===== config.mk =====
export PLATFORM = sky130hd
export DESIGN_NAME = chunky_to_planar_4bpp_top
export DESIGN_NICKNAME = d
export VERILOG_FILES = /design/src/rtl/c2p_pkg.sv /design/src/rtl/c2p_cfg_regs.sv /design/src/rtl/c2p_datapath.sv /design/src/rtl/chunky_to_planar_4bpp_top.sv
export SDC_FILE = /design/constraint.sdc
export NUM_CORES = 1
export LEC_CHECK = 0
export ABC_AREA = 1
export BUFFER_PORTS_ARGS = -buffer_cell sky130_fd_sc_hd__buf_2
export CAP_MARGIN = 0
export CORE_ASPECT_RATIO = 1.4
export CORE_UTILIZATION = 62
export CTS_CLUSTER_SIZE = 40
export DETAILED_ROUTE_END_ITERATION = 12
export PLACE_DENSITY = 0.87
export SYNTH_ARGS = -nofsm -noshare
export SYNTH_HDL_FRONTEND = slang
export SYNTH_HIERARCHICAL = 1
export SYNTH_SLANG_ARGS = --single-unit

===== constraint.sdc =====
create_clock -name i_clk -period 13.35 [get_ports i_clk]
set_input_delay 2.0025 -clock i_clk [delete_from_list [all_inputs] [get_ports i_clk]]
set_output_delay 2.0025 -clock i_clk [all_outputs]
set_load 0.02 [all_outputs]

===== src/rtl/c2p_pkg.sv =====
// ----------------------------------------------------------------------------
// c2p_pkg
// Shared types, constants and the bit transpose for the 4-bitplane
// chunky-to-planar converter.
// ----------------------------------------------------------------------------
`default_nettype none

package c2p_pkg;

    // Field widths
    localparam int GroupW     = 64;
    localparam int RowW       = 9;
    localparam int ColW       = 5;
    localparam int WordW      = 16;
    localparam int AddrW      = 20;
    localparam int TopW       = 8;
    localparam int RowStrideW = 10;
    localparam int PlaneStrW  = 8;
    localparam int NumPlanes  = 4;
    localparam int PixW       = GroupW / WordW;

    // Configuration port
    localparam int CfgIdxW  = 2;
    localparam int CfgDataW = 10;

    // Register reset values
    localparam logic [TopW-1:0]       TopOffsetRst   = TopW'(32);
    localparam logic [RowStrideW-1:0] RowStrideRst   = RowStrideW'(256);
    localparam logic [PlaneStrW-1:0]  PlaneStrideRst = PlaneStrW'(64);

    // Register indexes
    typedef enum logic [CfgIdxW-1:0] {
        CFG_TOP_OFFSET   = 2'd0,
        CFG_ROW_STRIDE   = 2'd1,
        CFG_PLANE_STRIDE = 2'd2
    } t_cfg_idx;

    typedef struct packed {
        logic [GroupW-1:0] chunky_group;
        logic [RowW-1:0]   src_row;
        logic [ColW-1:0]   word_column;
    } t_c2p_in;

    typedef struct packed {
        logic [WordW-1:0] plane0_word;
        logic [WordW-1:0] plane1_word;
        logic [WordW-1:0] plane2_word;
        logic [WordW-1:0] plane3_word;
        logic [AddrW-1:0] plane0_address;
        logic [AddrW-1:0] plane1_address;
        logic [AddrW-1:0] plane2_address;
        logic [AddrW-1:0] plane3_address;
    } t_c2p_out;

    // Register file contents as seen by the datapath
    typedef struct packed {
        logic [TopW-1:0]       top_offset;
        logic [RowStrideW-1:0] row_stride;
        logic [PlaneStrW-1:0]  plane_stride;
    } t_c2p_cfg;

    // Gather bit 'plane' of every pixel; pixel k from the right lands in bit k,
    // so the leftmost pixel (top nibble) ends up in bit 15.
    function automatic logic [WordW-1:0] plane_bits(
        input logic [GroupW-1:0] group,
        input int unsigned       plane
    );
        logic [WordW-1:0] w;
        w = '0;
        for (int k = 0; k < WordW; k++) begin
            w[k] = group[PixW*k + plane];
        end
        return w;
    endfunction

endpackage

`default_nettype wire


===== src/rtl/c2p_cfg_regs.sv =====
// ----------------------------------------------------------------------------
// c2p_cfg_regs
// Configuration register file: top offset, row stride and plane stride,
// written through a valid/ready channel.
// ----------------------------------------------------------------------------
`default_nettype none

module c2p_cfg_regs
    import c2p_pkg::*;
(
    input  wire logic                i_clk,
    input  wire logic                i_rst_n,
    input  wire logic                i_wr,
    input  wire logic [CfgIdxW-1:0]  i_idx,
    input  wire logic [CfgDataW-1:0] i_data,
    output t_c2p_cfg                 o_cfg
);

    t_c2p_cfg r_cfg;

    // Decode the index and update one register; unknown indexes drop the write
    always_ff @(posedge i_clk) begin
        if (!i_rst_n) begin
            r_cfg.top_offset   <= TopOffsetRst;
            r_cfg.row_stride   <= RowStrideRst;
            r_cfg.plane_stride <= PlaneStrideRst;
        end else if (i_wr) begin
            unique case (i_idx)
                CFG_TOP_OFFSET:   r_cfg.top_offset   <= i_data[TopW-1:0];
                CFG_ROW_STRIDE:   r_cfg.row_stride   <= i_data[RowStrideW-1:0];
                CFG_PLANE_STRIDE: r_cfg.plane_stride <= i_data[PlaneStrW-1:0];
                default: ;
            endcase
        end
    end

    assign o_cfg = r_cfg;

endmodule

`default_nettype wire


===== src/rtl/c2p_datapath.sv =====
// ----------------------------------------------------------------------------
// c2p_datapath
// Combinational transpose of one 16-pixel group into four bitplane words,
// and the destination byte address of each word.
// ----------------------------------------------------------------------------
`default_nettype none

module c2p_datapath
    import c2p_pkg::*;
(
    input  t_c2p_in  i_item,
    input  t_c2p_cfg i_cfg,
    output t_c2p_out o_res
);

    localparam int SumW = RowStrideW;      // row + top fits in 10 bits
    localparam int OffW = PlaneStrW + 2;   // up to 3 * plane_stride

    logic [SumW-1:0]  row_sum;
    logic [AddrW-1:0] row_base;
    logic [AddrW-1:0] base;
    logic [OffW-1:0]  off1;
    logic [OffW-1:0]  off2;
    logic [OffW-1:0]  off3;

    // Transpose by wiring
    assign o_res.plane0_word = plane_bits(i_item.chunky_group, 0);
    assign o_res.plane1_word = plane_bits(i_item.chunky_group, 1);
    assign o_res.plane2_word = plane_bits(i_item.chunky_group, 2);
    assign o_res.plane3_word = plane_bits(i_item.chunky_group, 3);

    // Row base: (row + top) * row_stride, then the word column in bytes
    assign row_sum  = SumW'(i_item.src_row) + SumW'(i_cfg.top_offset);
    assign row_base = AddrW'(row_sum) * AddrW'(i_cfg.row_stride);
    assign base     = row_base + AddrW'({i_item.word_column, 1'b0});

    // Plane offsets by shift and add
    assign off1 = OffW'(i_cfg.plane_stride);
    assign off2 = OffW'({i_cfg.plane_stride, 1'b0});
    assign off3 = off1 + off2;

    assign o_res.plane0_address = base;
    assign o_res.plane1_address = base + AddrW'(off1);
    assign o_res.plane2_address = base + AddrW'(off2);
    assign o_res.plane3_address = base + AddrW'(off3);

endmodule

`default_nettype wire


===== src/rtl/chunky_to_planar_4bpp_top.sv =====
// ----------------------------------------------------------------------------
// chunky_to_planar_4bpp_top
// Chunky-to-planar converter for four bitplanes with address generation.
// ----------------------------------------------------------------------------
// Usage:
//   Input: drive i_in and raise i_start; the group is taken at a clock edge
//   where i_start is high and o_busy is low. o_busy is low at all times after
//   the first cycle out of reset, so one group can be taken every clock.
//   Output: o_result_valid strobes for one cycle with o_result holding four
//   bitplane words and their byte addresses. The receiver must take it in
//   that cycle; there is no stall path.
//   Pipeline: the group passes through the input register, then the result
//   register. Throughput: one group
//   per clock, set by the single pass through the transpose wiring and the
//   10x10 stride multiplier between the two registers.
//   Configuration: write top offset (index 0), row stride (1) and plane
//   stride (2) through i_cfg_valid/o_cfg_ready while no group is in flight;
//   other indexes are ignored.
//   Reset: synchronous, active low. Clears the pipeline valids and loads the
//   register defaults (top 32, row stride 256, plane stride 64); both
//   channels open in the cycle after reset is released.
// ----------------------------------------------------------------------------
`default_nettype none

module chunky_to_planar_4bpp_top
    import c2p_pkg::*;
(
    input  wire logic                i_clk,
    input  wire logic                i_rst_n,
    input  wire logic                i_start,
    input  t_c2p_in                  i_in,
    output logic                     o_busy,
    output logic                     o_result_valid,
    output t_c2p_out                 o_result,
    input  wire logic                i_cfg_valid,
    output logic                     o_cfg_ready,
    input  wire logic [CfgIdxW-1:0]  i_cfg_index,
    input  wire logic [CfgDataW-1:0] i_cfg_data
);

    logic     r_ready;
    logic     r_in_valid;
    t_c2p_in  r_in;
    logic     r_out_valid;
    t_c2p_out r_out;
    t_c2p_out n_out;
    t_c2p_cfg cfg;
    logic     accept;

    assign accept = i_start && r_ready;

    c2p_cfg_regs u_cfg_regs (
        .i_clk   (i_clk),
        .i_rst_n (i_rst_n),
        .i_wr    (i_cfg_valid && r_ready),
        .i_idx   (i_cfg_index),
        .i_data  (i_cfg_data),
        .o_cfg   (cfg)
    );

    c2p_datapath u_datapath (
        .i_item (r_in),
        .i_cfg  (cfg),
        .o_res  (n_out)
    );

    // Open both channels once out of reset
    always_ff @(posedge i_clk) begin
        if (!i_rst_n) begin
            r_ready <= 1'b0;
        end else begin
            r_ready <= 1'b1;
        end
    end

    // Advance the two-stage valid chain
    always_ff @(posedge i_clk) begin
        if (!i_rst_n) begin
            r_in_valid  <= 1'b0;
            r_out_valid <= 1'b0;
        end else begin
            r_in_valid  <= accept;
            r_out_valid <= r_in_valid;
        end
    end

    // Capture the input transfer and the finished result
    always_ff @(posedge i_clk) begin
        if (accept) begin
            r_in <= i_in;
        end
        if (r_in_valid) begin
            r_out <= n_out;
        end
    end

    assign o_busy         = !r_ready;
    assign o_cfg_ready    = r_ready;
    assign o_result_valid = r_out_valid;
    assign o_result       = r_out;

endmodule

`default_nettype wire


==> impl_metrics.toml, run 1 <==
[logic_synthesis]
yosysTopAreaCellShare_pct = 46.2
yosysSeqAreaShare_pct = 50.2
yosysWarnings = 6
synth_cell_types = 43
ys_ff_latch = 251
syn_area_per_cell_sq_um = 10.8
syn-num-nets = 1607
synth_area_leaders = "edfxtp_1, fa_1, ha_1"
syn-cell-area_sq_mm = 0.0144
yosysTopAreaCell = "edfxtp_1"
syn_inst = 1342

[detailed_routing]
first_iter_violations = 629
ant_nets = 0
wl_per_cell_microns = 17.6
drcViolationCount = 0
firstDrtPassIters = 5
vias = 9854
viasPerCell = 5.33
drt_wl_total_microns = 32600

[timing]
fin_tns_setup_ns = 0
timing.hold.ws_ns = 0.397
slew_headroom_pct = 31.6
period_minus_slack_ns = 7.99
hold_viol = 0
skew_ns = 0.0338
rsz0062_at_grt = "false"
setup_viol_count_final = 0
period_share_pct = 59.8
max_freq_mhz = 125
finalMaxSlewViolations = 0
worst_slew_pin_slew_ns = 1.03

[clock_tree]
postCtsSetupBuffers = 0
ctsResizeCount = 0
postCtsHoldBufs = 0
clock_sinks = 251
clk_path_buf_depth = 3
cts_buffers = 24
cts_tree = "built"
clkLatencyLatePin_ns = 0.54
clockRootBuffer = "clkbuf_16"
cts_max_level = 1
clk_pin_slew_ns = 0.06

[pwr]
ir_drop_v = 0.000134
p_leak_nw = 7.71
powerDensity_mw_per_mm2 = 131
power_mw = 2.13

[place]
placed_cell_area_sq_mm = 0.0155
dp_hpwl_microns = 24500
gp_congestion = 0.933
io_buffer_count = 240

[hold_path]
holdCritPathClass = "flop to flop"
min_from = "r_in[73]"

[critical_path]
worstPathRequired_ns = 13.61
cpMostUsedCell = "nand2_1"
arrival_ns = 8.25
startpoint = "r_in[7]"
timing.rr.start = "r_in[7]"
crit_path_max_fanout = 6
start_kind = "flop"
critPathSlowestCell = "fa_1"
end_kind = "flop"
slowest_delay_ns = 0.52
worst-setup-path-type = "flop to flop"

[global_route]
grt_first_pass_wirelength_microns = 50600
gr-total-overflow = 0
grt_pass1_vias = 10200
grt_use_total_pct = 28.0
grt_max_degree = 79
antenna_found_initial = 2

[floorplan]
start_util_pct = 63.6
die_h_microns = 183
die_w_microns = 131
rows = 65
core_area_sq_mm = 0.0227
io_pins = 241
die_area_sq_mm = 0.0239

[finish]
design_area_sq_mm = 0.0162
nFillCells = 1529
final_util_pct = 71.5
final_cell_mix = "nand2_1, buf_2, inv_1"
area_delta_synth_final_pct = 12.4
nNetsFinal = 1797
layout_commonest_cell = "nand2_1"
drive_above_1_share_pct = 21.6

[job]
cap_viol_max_count = 0

[outcome]
outcome = "finished clean"
## area by class of cell
type / count / area, sq um / area share (%)
sequential: 251 / 7250 / 44.7
tap: 301 / 377 / 2.32
multi-input combinational: 768 / 5700 / 35.1
clock inverter: 12 / 136 / 0.840
antenna: 2 / 5.00 / 0.0308
timing repair buffer: 243 / 1220 / 7.54
inverter: 244 / 918 / 5.66
clock buffer: 29 / 619 / 3.82
## cells in the mapped netlist, drive strengths merged
cell type and count:
edfxtp 222, dfxtp 29, a31oi 4, a21oi 42, clkbuf 5, a21o 1, nor3 4, buf 74
inv 242, o21bai 1, o311ai 1, nand4 14, nand2 279, nand2b 1, o21ai 10, and2 4
o211ai 2, nand3 54, xor2 37, xnor2 12, a21boi 3, or2 4, a211oi 1, o21a 1
fa 79, clkinv 2, nand3b 2, ha 92, nor2 120
## critical path, delay by kind of cell, from the launching register on
kind                     cells  cell delay, ns
AO/OA/AOI/OAI                5            0.90
XOR/XNOR                     2            0.48
adder cells (fa/ha/maj)      8            3.62
buffers and inverters        5            0.69
flip-flops                   1            0.38
AND/OR/NAND/NOR             13            1.65
## per-layer routing
metal	track usage, %	wire (microns)	up-vias
li1	-	-	4609
met1	28.8	11000	4670
met2	53.0	17600	469
met3	4.46	2450	106
met4	14.6	1590	0
met5	0	0	-
## flip-flops by register name, summed over array words and instances (netlist names)
name              count
o_cfg_ready           1
r_in                 78
r_in_valid            1
o_result_valid        1
u_cfg_regs/o_cfg     26
o_result            144
## per-stage QoR
step	std cells	setup WS, ns
floorplan	1342	6.46
global placement	1807	5.96
detailed placement	1807	5.64
CTS	1848	5.42
global route	1850	4.87
finish	1850	5.36
## logic make-up (layout without fill, tap and decap cells)
kind of cell	Yosys count	count (layout)	synth area share [%]
adder cells (fa/ha/maj)	171	171	18.9
XOR/XNOR	49	49	3.10
AND/OR/NAND/NOR	482	482	14.9
other	0	2	0
flip-flops	251	251	50.2
AO/OA/AOI/OAI	66	66	2.56
buffers and inverters	323	528	10.3
## path summary, 6_finish.rpt
kind                                     end  cells past startpoint  slack [ns]
worst max-delay path            o_result[14]                     33        5.36
worst min-delay path            o_result[94]                      0        0.40
worst max register to register  o_result[14]                     33        5.36
worst min register to register  o_result[94]                      0        0.40
## where the power goes
group          switching [mW]  internal [mW]  total [mW]
registers              0.0183          0.921       0.939
logic                   0.359          0.180       0.538
clock network           0.284          0.371       0.656
Power figures use the tool's default switching activity.
==> run 2, diff against run 1 <==
- CORE_UTILIZATION: 62 -> 57
- PLACE_DENSITY: 0.87 -> 0.81
- clock period: 13.35 -> 7.5 ns (I/O delays scaled with it)
==> impl_metrics.toml, run 2 (synthesis results as in run 1) <==
[timing]
timing.hold.ws_ns = 0.400
slew_headroom_pct = 29.9
max_freq_mhz = 141
skew_ns = 0.0238
worst_slew_pin_slew_ns = 1.05
fin_tns_setup_ns = 0
finalMaxSlewViolations = 0
hold_viol = 0
period_minus_slack_ns = 7.11
setup_viol_count_final = 0
period_share_pct = 94.7

[floorplan]
core_area_sq_mm = 0.0248
die_h_microns = 190
start_util_pct = 58.3
io_pins = 241
die_area_sq_mm = 0.0260
rows = 68
die_w_microns = 137

[global_route]
grt_pass1_vias = 9914
antenna_found_initial = 1
grt_use_total_pct = 25.1
gr-total-overflow = 0
grt_max_degree = 84
grt_first_pass_wirelength_microns = 49300

[critical_path]
cpMostUsedCell = "nand2_1"
worst-setup-path-type = "flop to flop"
crit_path_max_fanout = 5
rrSetupSlack_ns = 0.39
start_kind = "flop"
critPathSlowestCell = "fa_1"
slowest_delay_ns = 0.50
arrival_ns = 7.37
end_kind = "flop"
worstPathRequired_ns = 7.76

[clock_tree]
clk_path_buf_depth = 3
clockRootBuffer = "clkbuf_16"
cts_tree = "built"
clock_sinks = 251
cts_buffers = 23
clkLatencyLatePin_ns = 0.53
clk_pin_slew_ns = 0.06
cts_max_level = 1

[finish]
nFillCells = 1908
largest_reg_flops = 144
drive_above_1_share_pct = 23.3
multi_input_area_sq_mm = 0.00580
layout_commonest_cell = "nand2_1"
seq_area_sq_mm = 0.00725
nNetsFinal = 1808
area_delta_synth_final_pct = 13.9
final_cell_mix = "nand2_1, buf_2, inv_1"

[detailed_routing]
drt_wl_total_microns = 32100
firstDrtPassIters = 5
wl_per_cell_microns = 17.1
ant_nets = 0
first_iter_violations = 499
vias = 9705
drcViolationCount = 0
viasPerCell = 5.18

[place]
gp_congestion = 0.958
dp_hpwl_microns = 25300
io_buffer_count = 240

[pwr]
powerDensity_mw_per_mm2 = 235
ir_drop_v = 0.000246
p_leak_nw = 7.79

[outcome]
outcome = "finished clean"

[hold_path]
holdCritPathClass = "flop to flop"

[job]
cap_viol_max_count = 0
-- run 2: per-stage QoR --
stage / cell area (sq um) / power, mW / setup WS, ns / instances / util (%)
finish: 16400 / 3.86 / 0.395 / 1874 / 66.4
global route: 16400 / 4.04 / -0.0472 / 1874 / 66.4
CTS: 16300 / 3.85 / 0.0227 / 1872 / 66.0
detailed placement: 15600 / 2.66 / 0.0536 / 1832 / 62.9
global placement: 15600 / 2.63 / 0.258 / 1832 / 62.9
floorplan: 14400 / 2.41 / 0.608 / 1342 / -
-- run 2: layer usage --
layer  up-vias  GRT usage, %  part of all wire, %
met4         0          10.8                  3.8
met5         -             0                    0
li1       4626             -                    -
met1      4662          25.9                   36
met2       346          48.2                   54
met3        71          4.44                  6.5
-- run 2: power breakdown --
group          leakage, nW  total [mW]  switching, mW  internal [mW]
combinational         5.13       0.992          0.649          0.344
clock                0.370        1.19          0.491          0.702
sequential            2.29        1.67         0.0326           1.64
total                 7.79        3.86           1.17           2.68
-- run 2: final timing paths --
check,start,to,cells after the start
worst min-delay path,r_in[30],o_result[132],0
worst min register to register,r_in[30],o_result[132],0
worst max-delay path,r_in[5],o_result[14],30
worst max register to register,r_in[5],o_result[14],30
-- run 2: worst max-delay path, delay by kind of cell, from the launching register on --
| kind | cells | cell delay (ns) |
|---|---|---|
| AND/OR/NAND/NOR | 11 | 1.47 |
| flip-flops | 1 | 0.34 |
| adder cells (fa/ha/maj) | 10 | 4.08 |
| AO/OA/AOI/OAI | 4 | 0.49 |
| buffers and inverters | 4 | 0.31 |
| XOR/XNOR | 1 | 0.14 |
-- run 2: cell type report --
class                      instances  share of cell area, %
antenna                            1                 0.0152
clock buffer                      27                   3.59
clock inverter                    13                   1.04
inverter                         244                   5.59
multi-input combinational        768                   35.3
sequential                       251                   44.1
tap                              315                   2.40
timing repair buffer             255                   7.99
-- run 2: timing repair --
action                                  in CTS  in global routing
endpoints found under the setup margin       0                 21
gates resized for setup                      0                 20
hold buffers                                 0                  0
setup buffers                                0                  1
==> run 3, diff against run 2 <==
- PLACE_DENSITY: 0.81 -> default
- PLACE_DENSITY_LB_ADDON: default -> 0.25
- TNS_END_PERCENT: default -> 1
==> impl_metrics.toml, run 3 (synthesis results as in run 1) <==
[hold_path]
holdCritPathClass = "flop to flop"
hold_path_end = "o_result[129]"
min_from = "r_in[18]"
holdPathStages = 0

[timing]
setup_viol_count_final = 0
finalMaxSlewViolations = 0
max_freq_mhz = 142
hold_viol = 0
slew_headroom_pct = 51.2
skew_ns = 0.0414
rsz0062_at_grt = "true"
setup_ws_ns = 0.464
period_share_pct = 93.8
period_minus_slack_ns = 7.04
worst_slew_pin_slew_ns = 0.732

[detailed_routing]
wl_per_cell_microns = 16.3
firstDrtPassIters = 5
drt_wl_total_microns = 30600
vias = 9623
first_iter_violations = 462
viasPerCell = 5.11
ant_nets = 0
drcViolationCount = 0

[clock_tree]
cts_tree = "built"
clock_sinks = 251
clk_pin_slew_ns = 0.07
cts_max_level = 1
clk_path_buf_depth = 3
clockRootBuffer = "clkbuf_16"
cts_buffers = 24
clkLatencyLatePin_ns = 0.54

[pwr]
p_leak_nw = 7.84
powerDensity_mw_per_mm2 = 236
ir_drop_v = 0.000203

[finish]
layout_commonest_cell = "nand2_1"
drive_above_1_share_pct = 23.4
largest_reg_flops = 144
area_delta_synth_final_pct = 14.2
final_cell_mix = "nand2_1, buf_2, inv_1"
fin_cells = 1882
diodes = 0
nNetsFinal = 1814

[global_route]
gr-total-overflow = 0
use_met3_pct = 3.67
grt_first_pass_wirelength_microns = 48200
grt_pass1_vias = 9834
grt_use_total_pct = 24.1
grt_busiest_layer = "met2"
antenna_found_initial = 0
grt_max_degree = 60
use_met2_pct = 45.7
grt_use_met1_pct = 25.9

[critical_path]
worst-setup-path-type = "flop to flop"
crit_path_max_fanout = 5
worstPathRequired_ns = 7.75
critPathSlowestCell = "fa_1"
rr_endpoint = "o_result[10]"
crit_buf_inv = 5
end_kind = "flop"
ff2ff_path_depth = 28
start_kind = "flop"
rrSetupSlack_ns = 0.46
crit_family = "adder cells"
slowest_delay_ns = 0.54
arrival_ns = 7.29
cpMostUsedCell = "fa_1"
timing.rr.start = "r_in[7]"

[outcome]
outcome = "finished clean"

[place]
io_buffer_count = 240
pre_cts_ws_ns = 0.158
dp_hpwl_microns = 23800
place_inst = 1835
gp_congestion = 0.944

[floorplan]
io_pins = 241
die_h_microns = 190
die_w_microns = 137
rows = 68
die_area_sq_mm = 0.0260
start_util_pct = 58.3
core_area_sq_mm = 0.0248

[job]
cap_viol_max_count = 0
==> run 3: cell count changes in the layout (fill, tap and decap cells not counted), moves of 2 or more <==
cell,delta
buf_4,+5
clkinv_2,+2
ha_2,-2
xor2_1,+2
==> run 3: per-layer routing <==
layer	wire length (microns)	share of wire [%]
met4	1260	4.1
met3	2010	6.6
met2	16100	53
met1	11200	37
met5	0	0
==> run 3: worst max-delay path by stage <==
stage,from,endpoint,slack (ns),cells past startpoint
global route,u_cfg_regs/o_cfg[18],o_result[14],-0.007,33
detailed placement,u_cfg_regs/o_cfg[18],o_result[16],0.16,33
global placement,u_cfg_regs/o_cfg[18],o_result[16],0.29,33
finish,r_in[7],o_result[10],0.46,28
CTS,u_cfg_regs/o_cfg[18],o_result[16],0.10,36
floorplan,r_in[5],o_result[14],0.61,31
==> run 3: what timing repair did <==
action / in CTS / in global routing
hold buffers: 0 / 0
gates resized for setup: 0 / 12
buffers inserted: 0 / 3
endpoints found under the setup margin: 0 / 23
==> run 3: area by class of cell <==
| type | count | area (sq um) |
|---|---|---|
| Clock buffer | 29 | 619 |
| Fill cell | 1892 | 8270 |
| Clock inverter | 15 | 190 |
| Inverter | 244 | 918 |
| Sequential cell | 251 | 7250 |
| Timing Repair Buffer | 260 | 1350 |
| Tap cell | 315 | 394 |
| Multi-Input combinational cell | 768 | 5760 |
==> run 3: where the power goes <==
part | switching, mW | internal [mW] | total, mW
Sequential | 0.0281 | 1.64 | 1.67
Combinational | 0.646 | 0.349 | 0.996
Clock | 0.522 | 0.704 | 1.23
Total | 1.20 | 2.69 | 3.89
==> run 3: metrics by stage <==
stage | area, sq um | hold slack [ns] | power [mW] | TNS [ns] | util [%]
6_report | 16500 | 0.407 | 3.89 | 0 | 66.6
5_1_grt | 16500 | 0.419 | 4.08 | -0.0128 | 66.6
4_1_cts | 16400 | 0.413 | 3.88 | 0 | 66.2
3_5_place_dp | 15600 | 0.405 | 2.67 | 0 | 63.0
3_3_place_gp | 15600 | 0.400 | 2.64 | 0 | 63.0
2_1_floorplan | 14400 | 0.432 | 2.41 | 0 | -
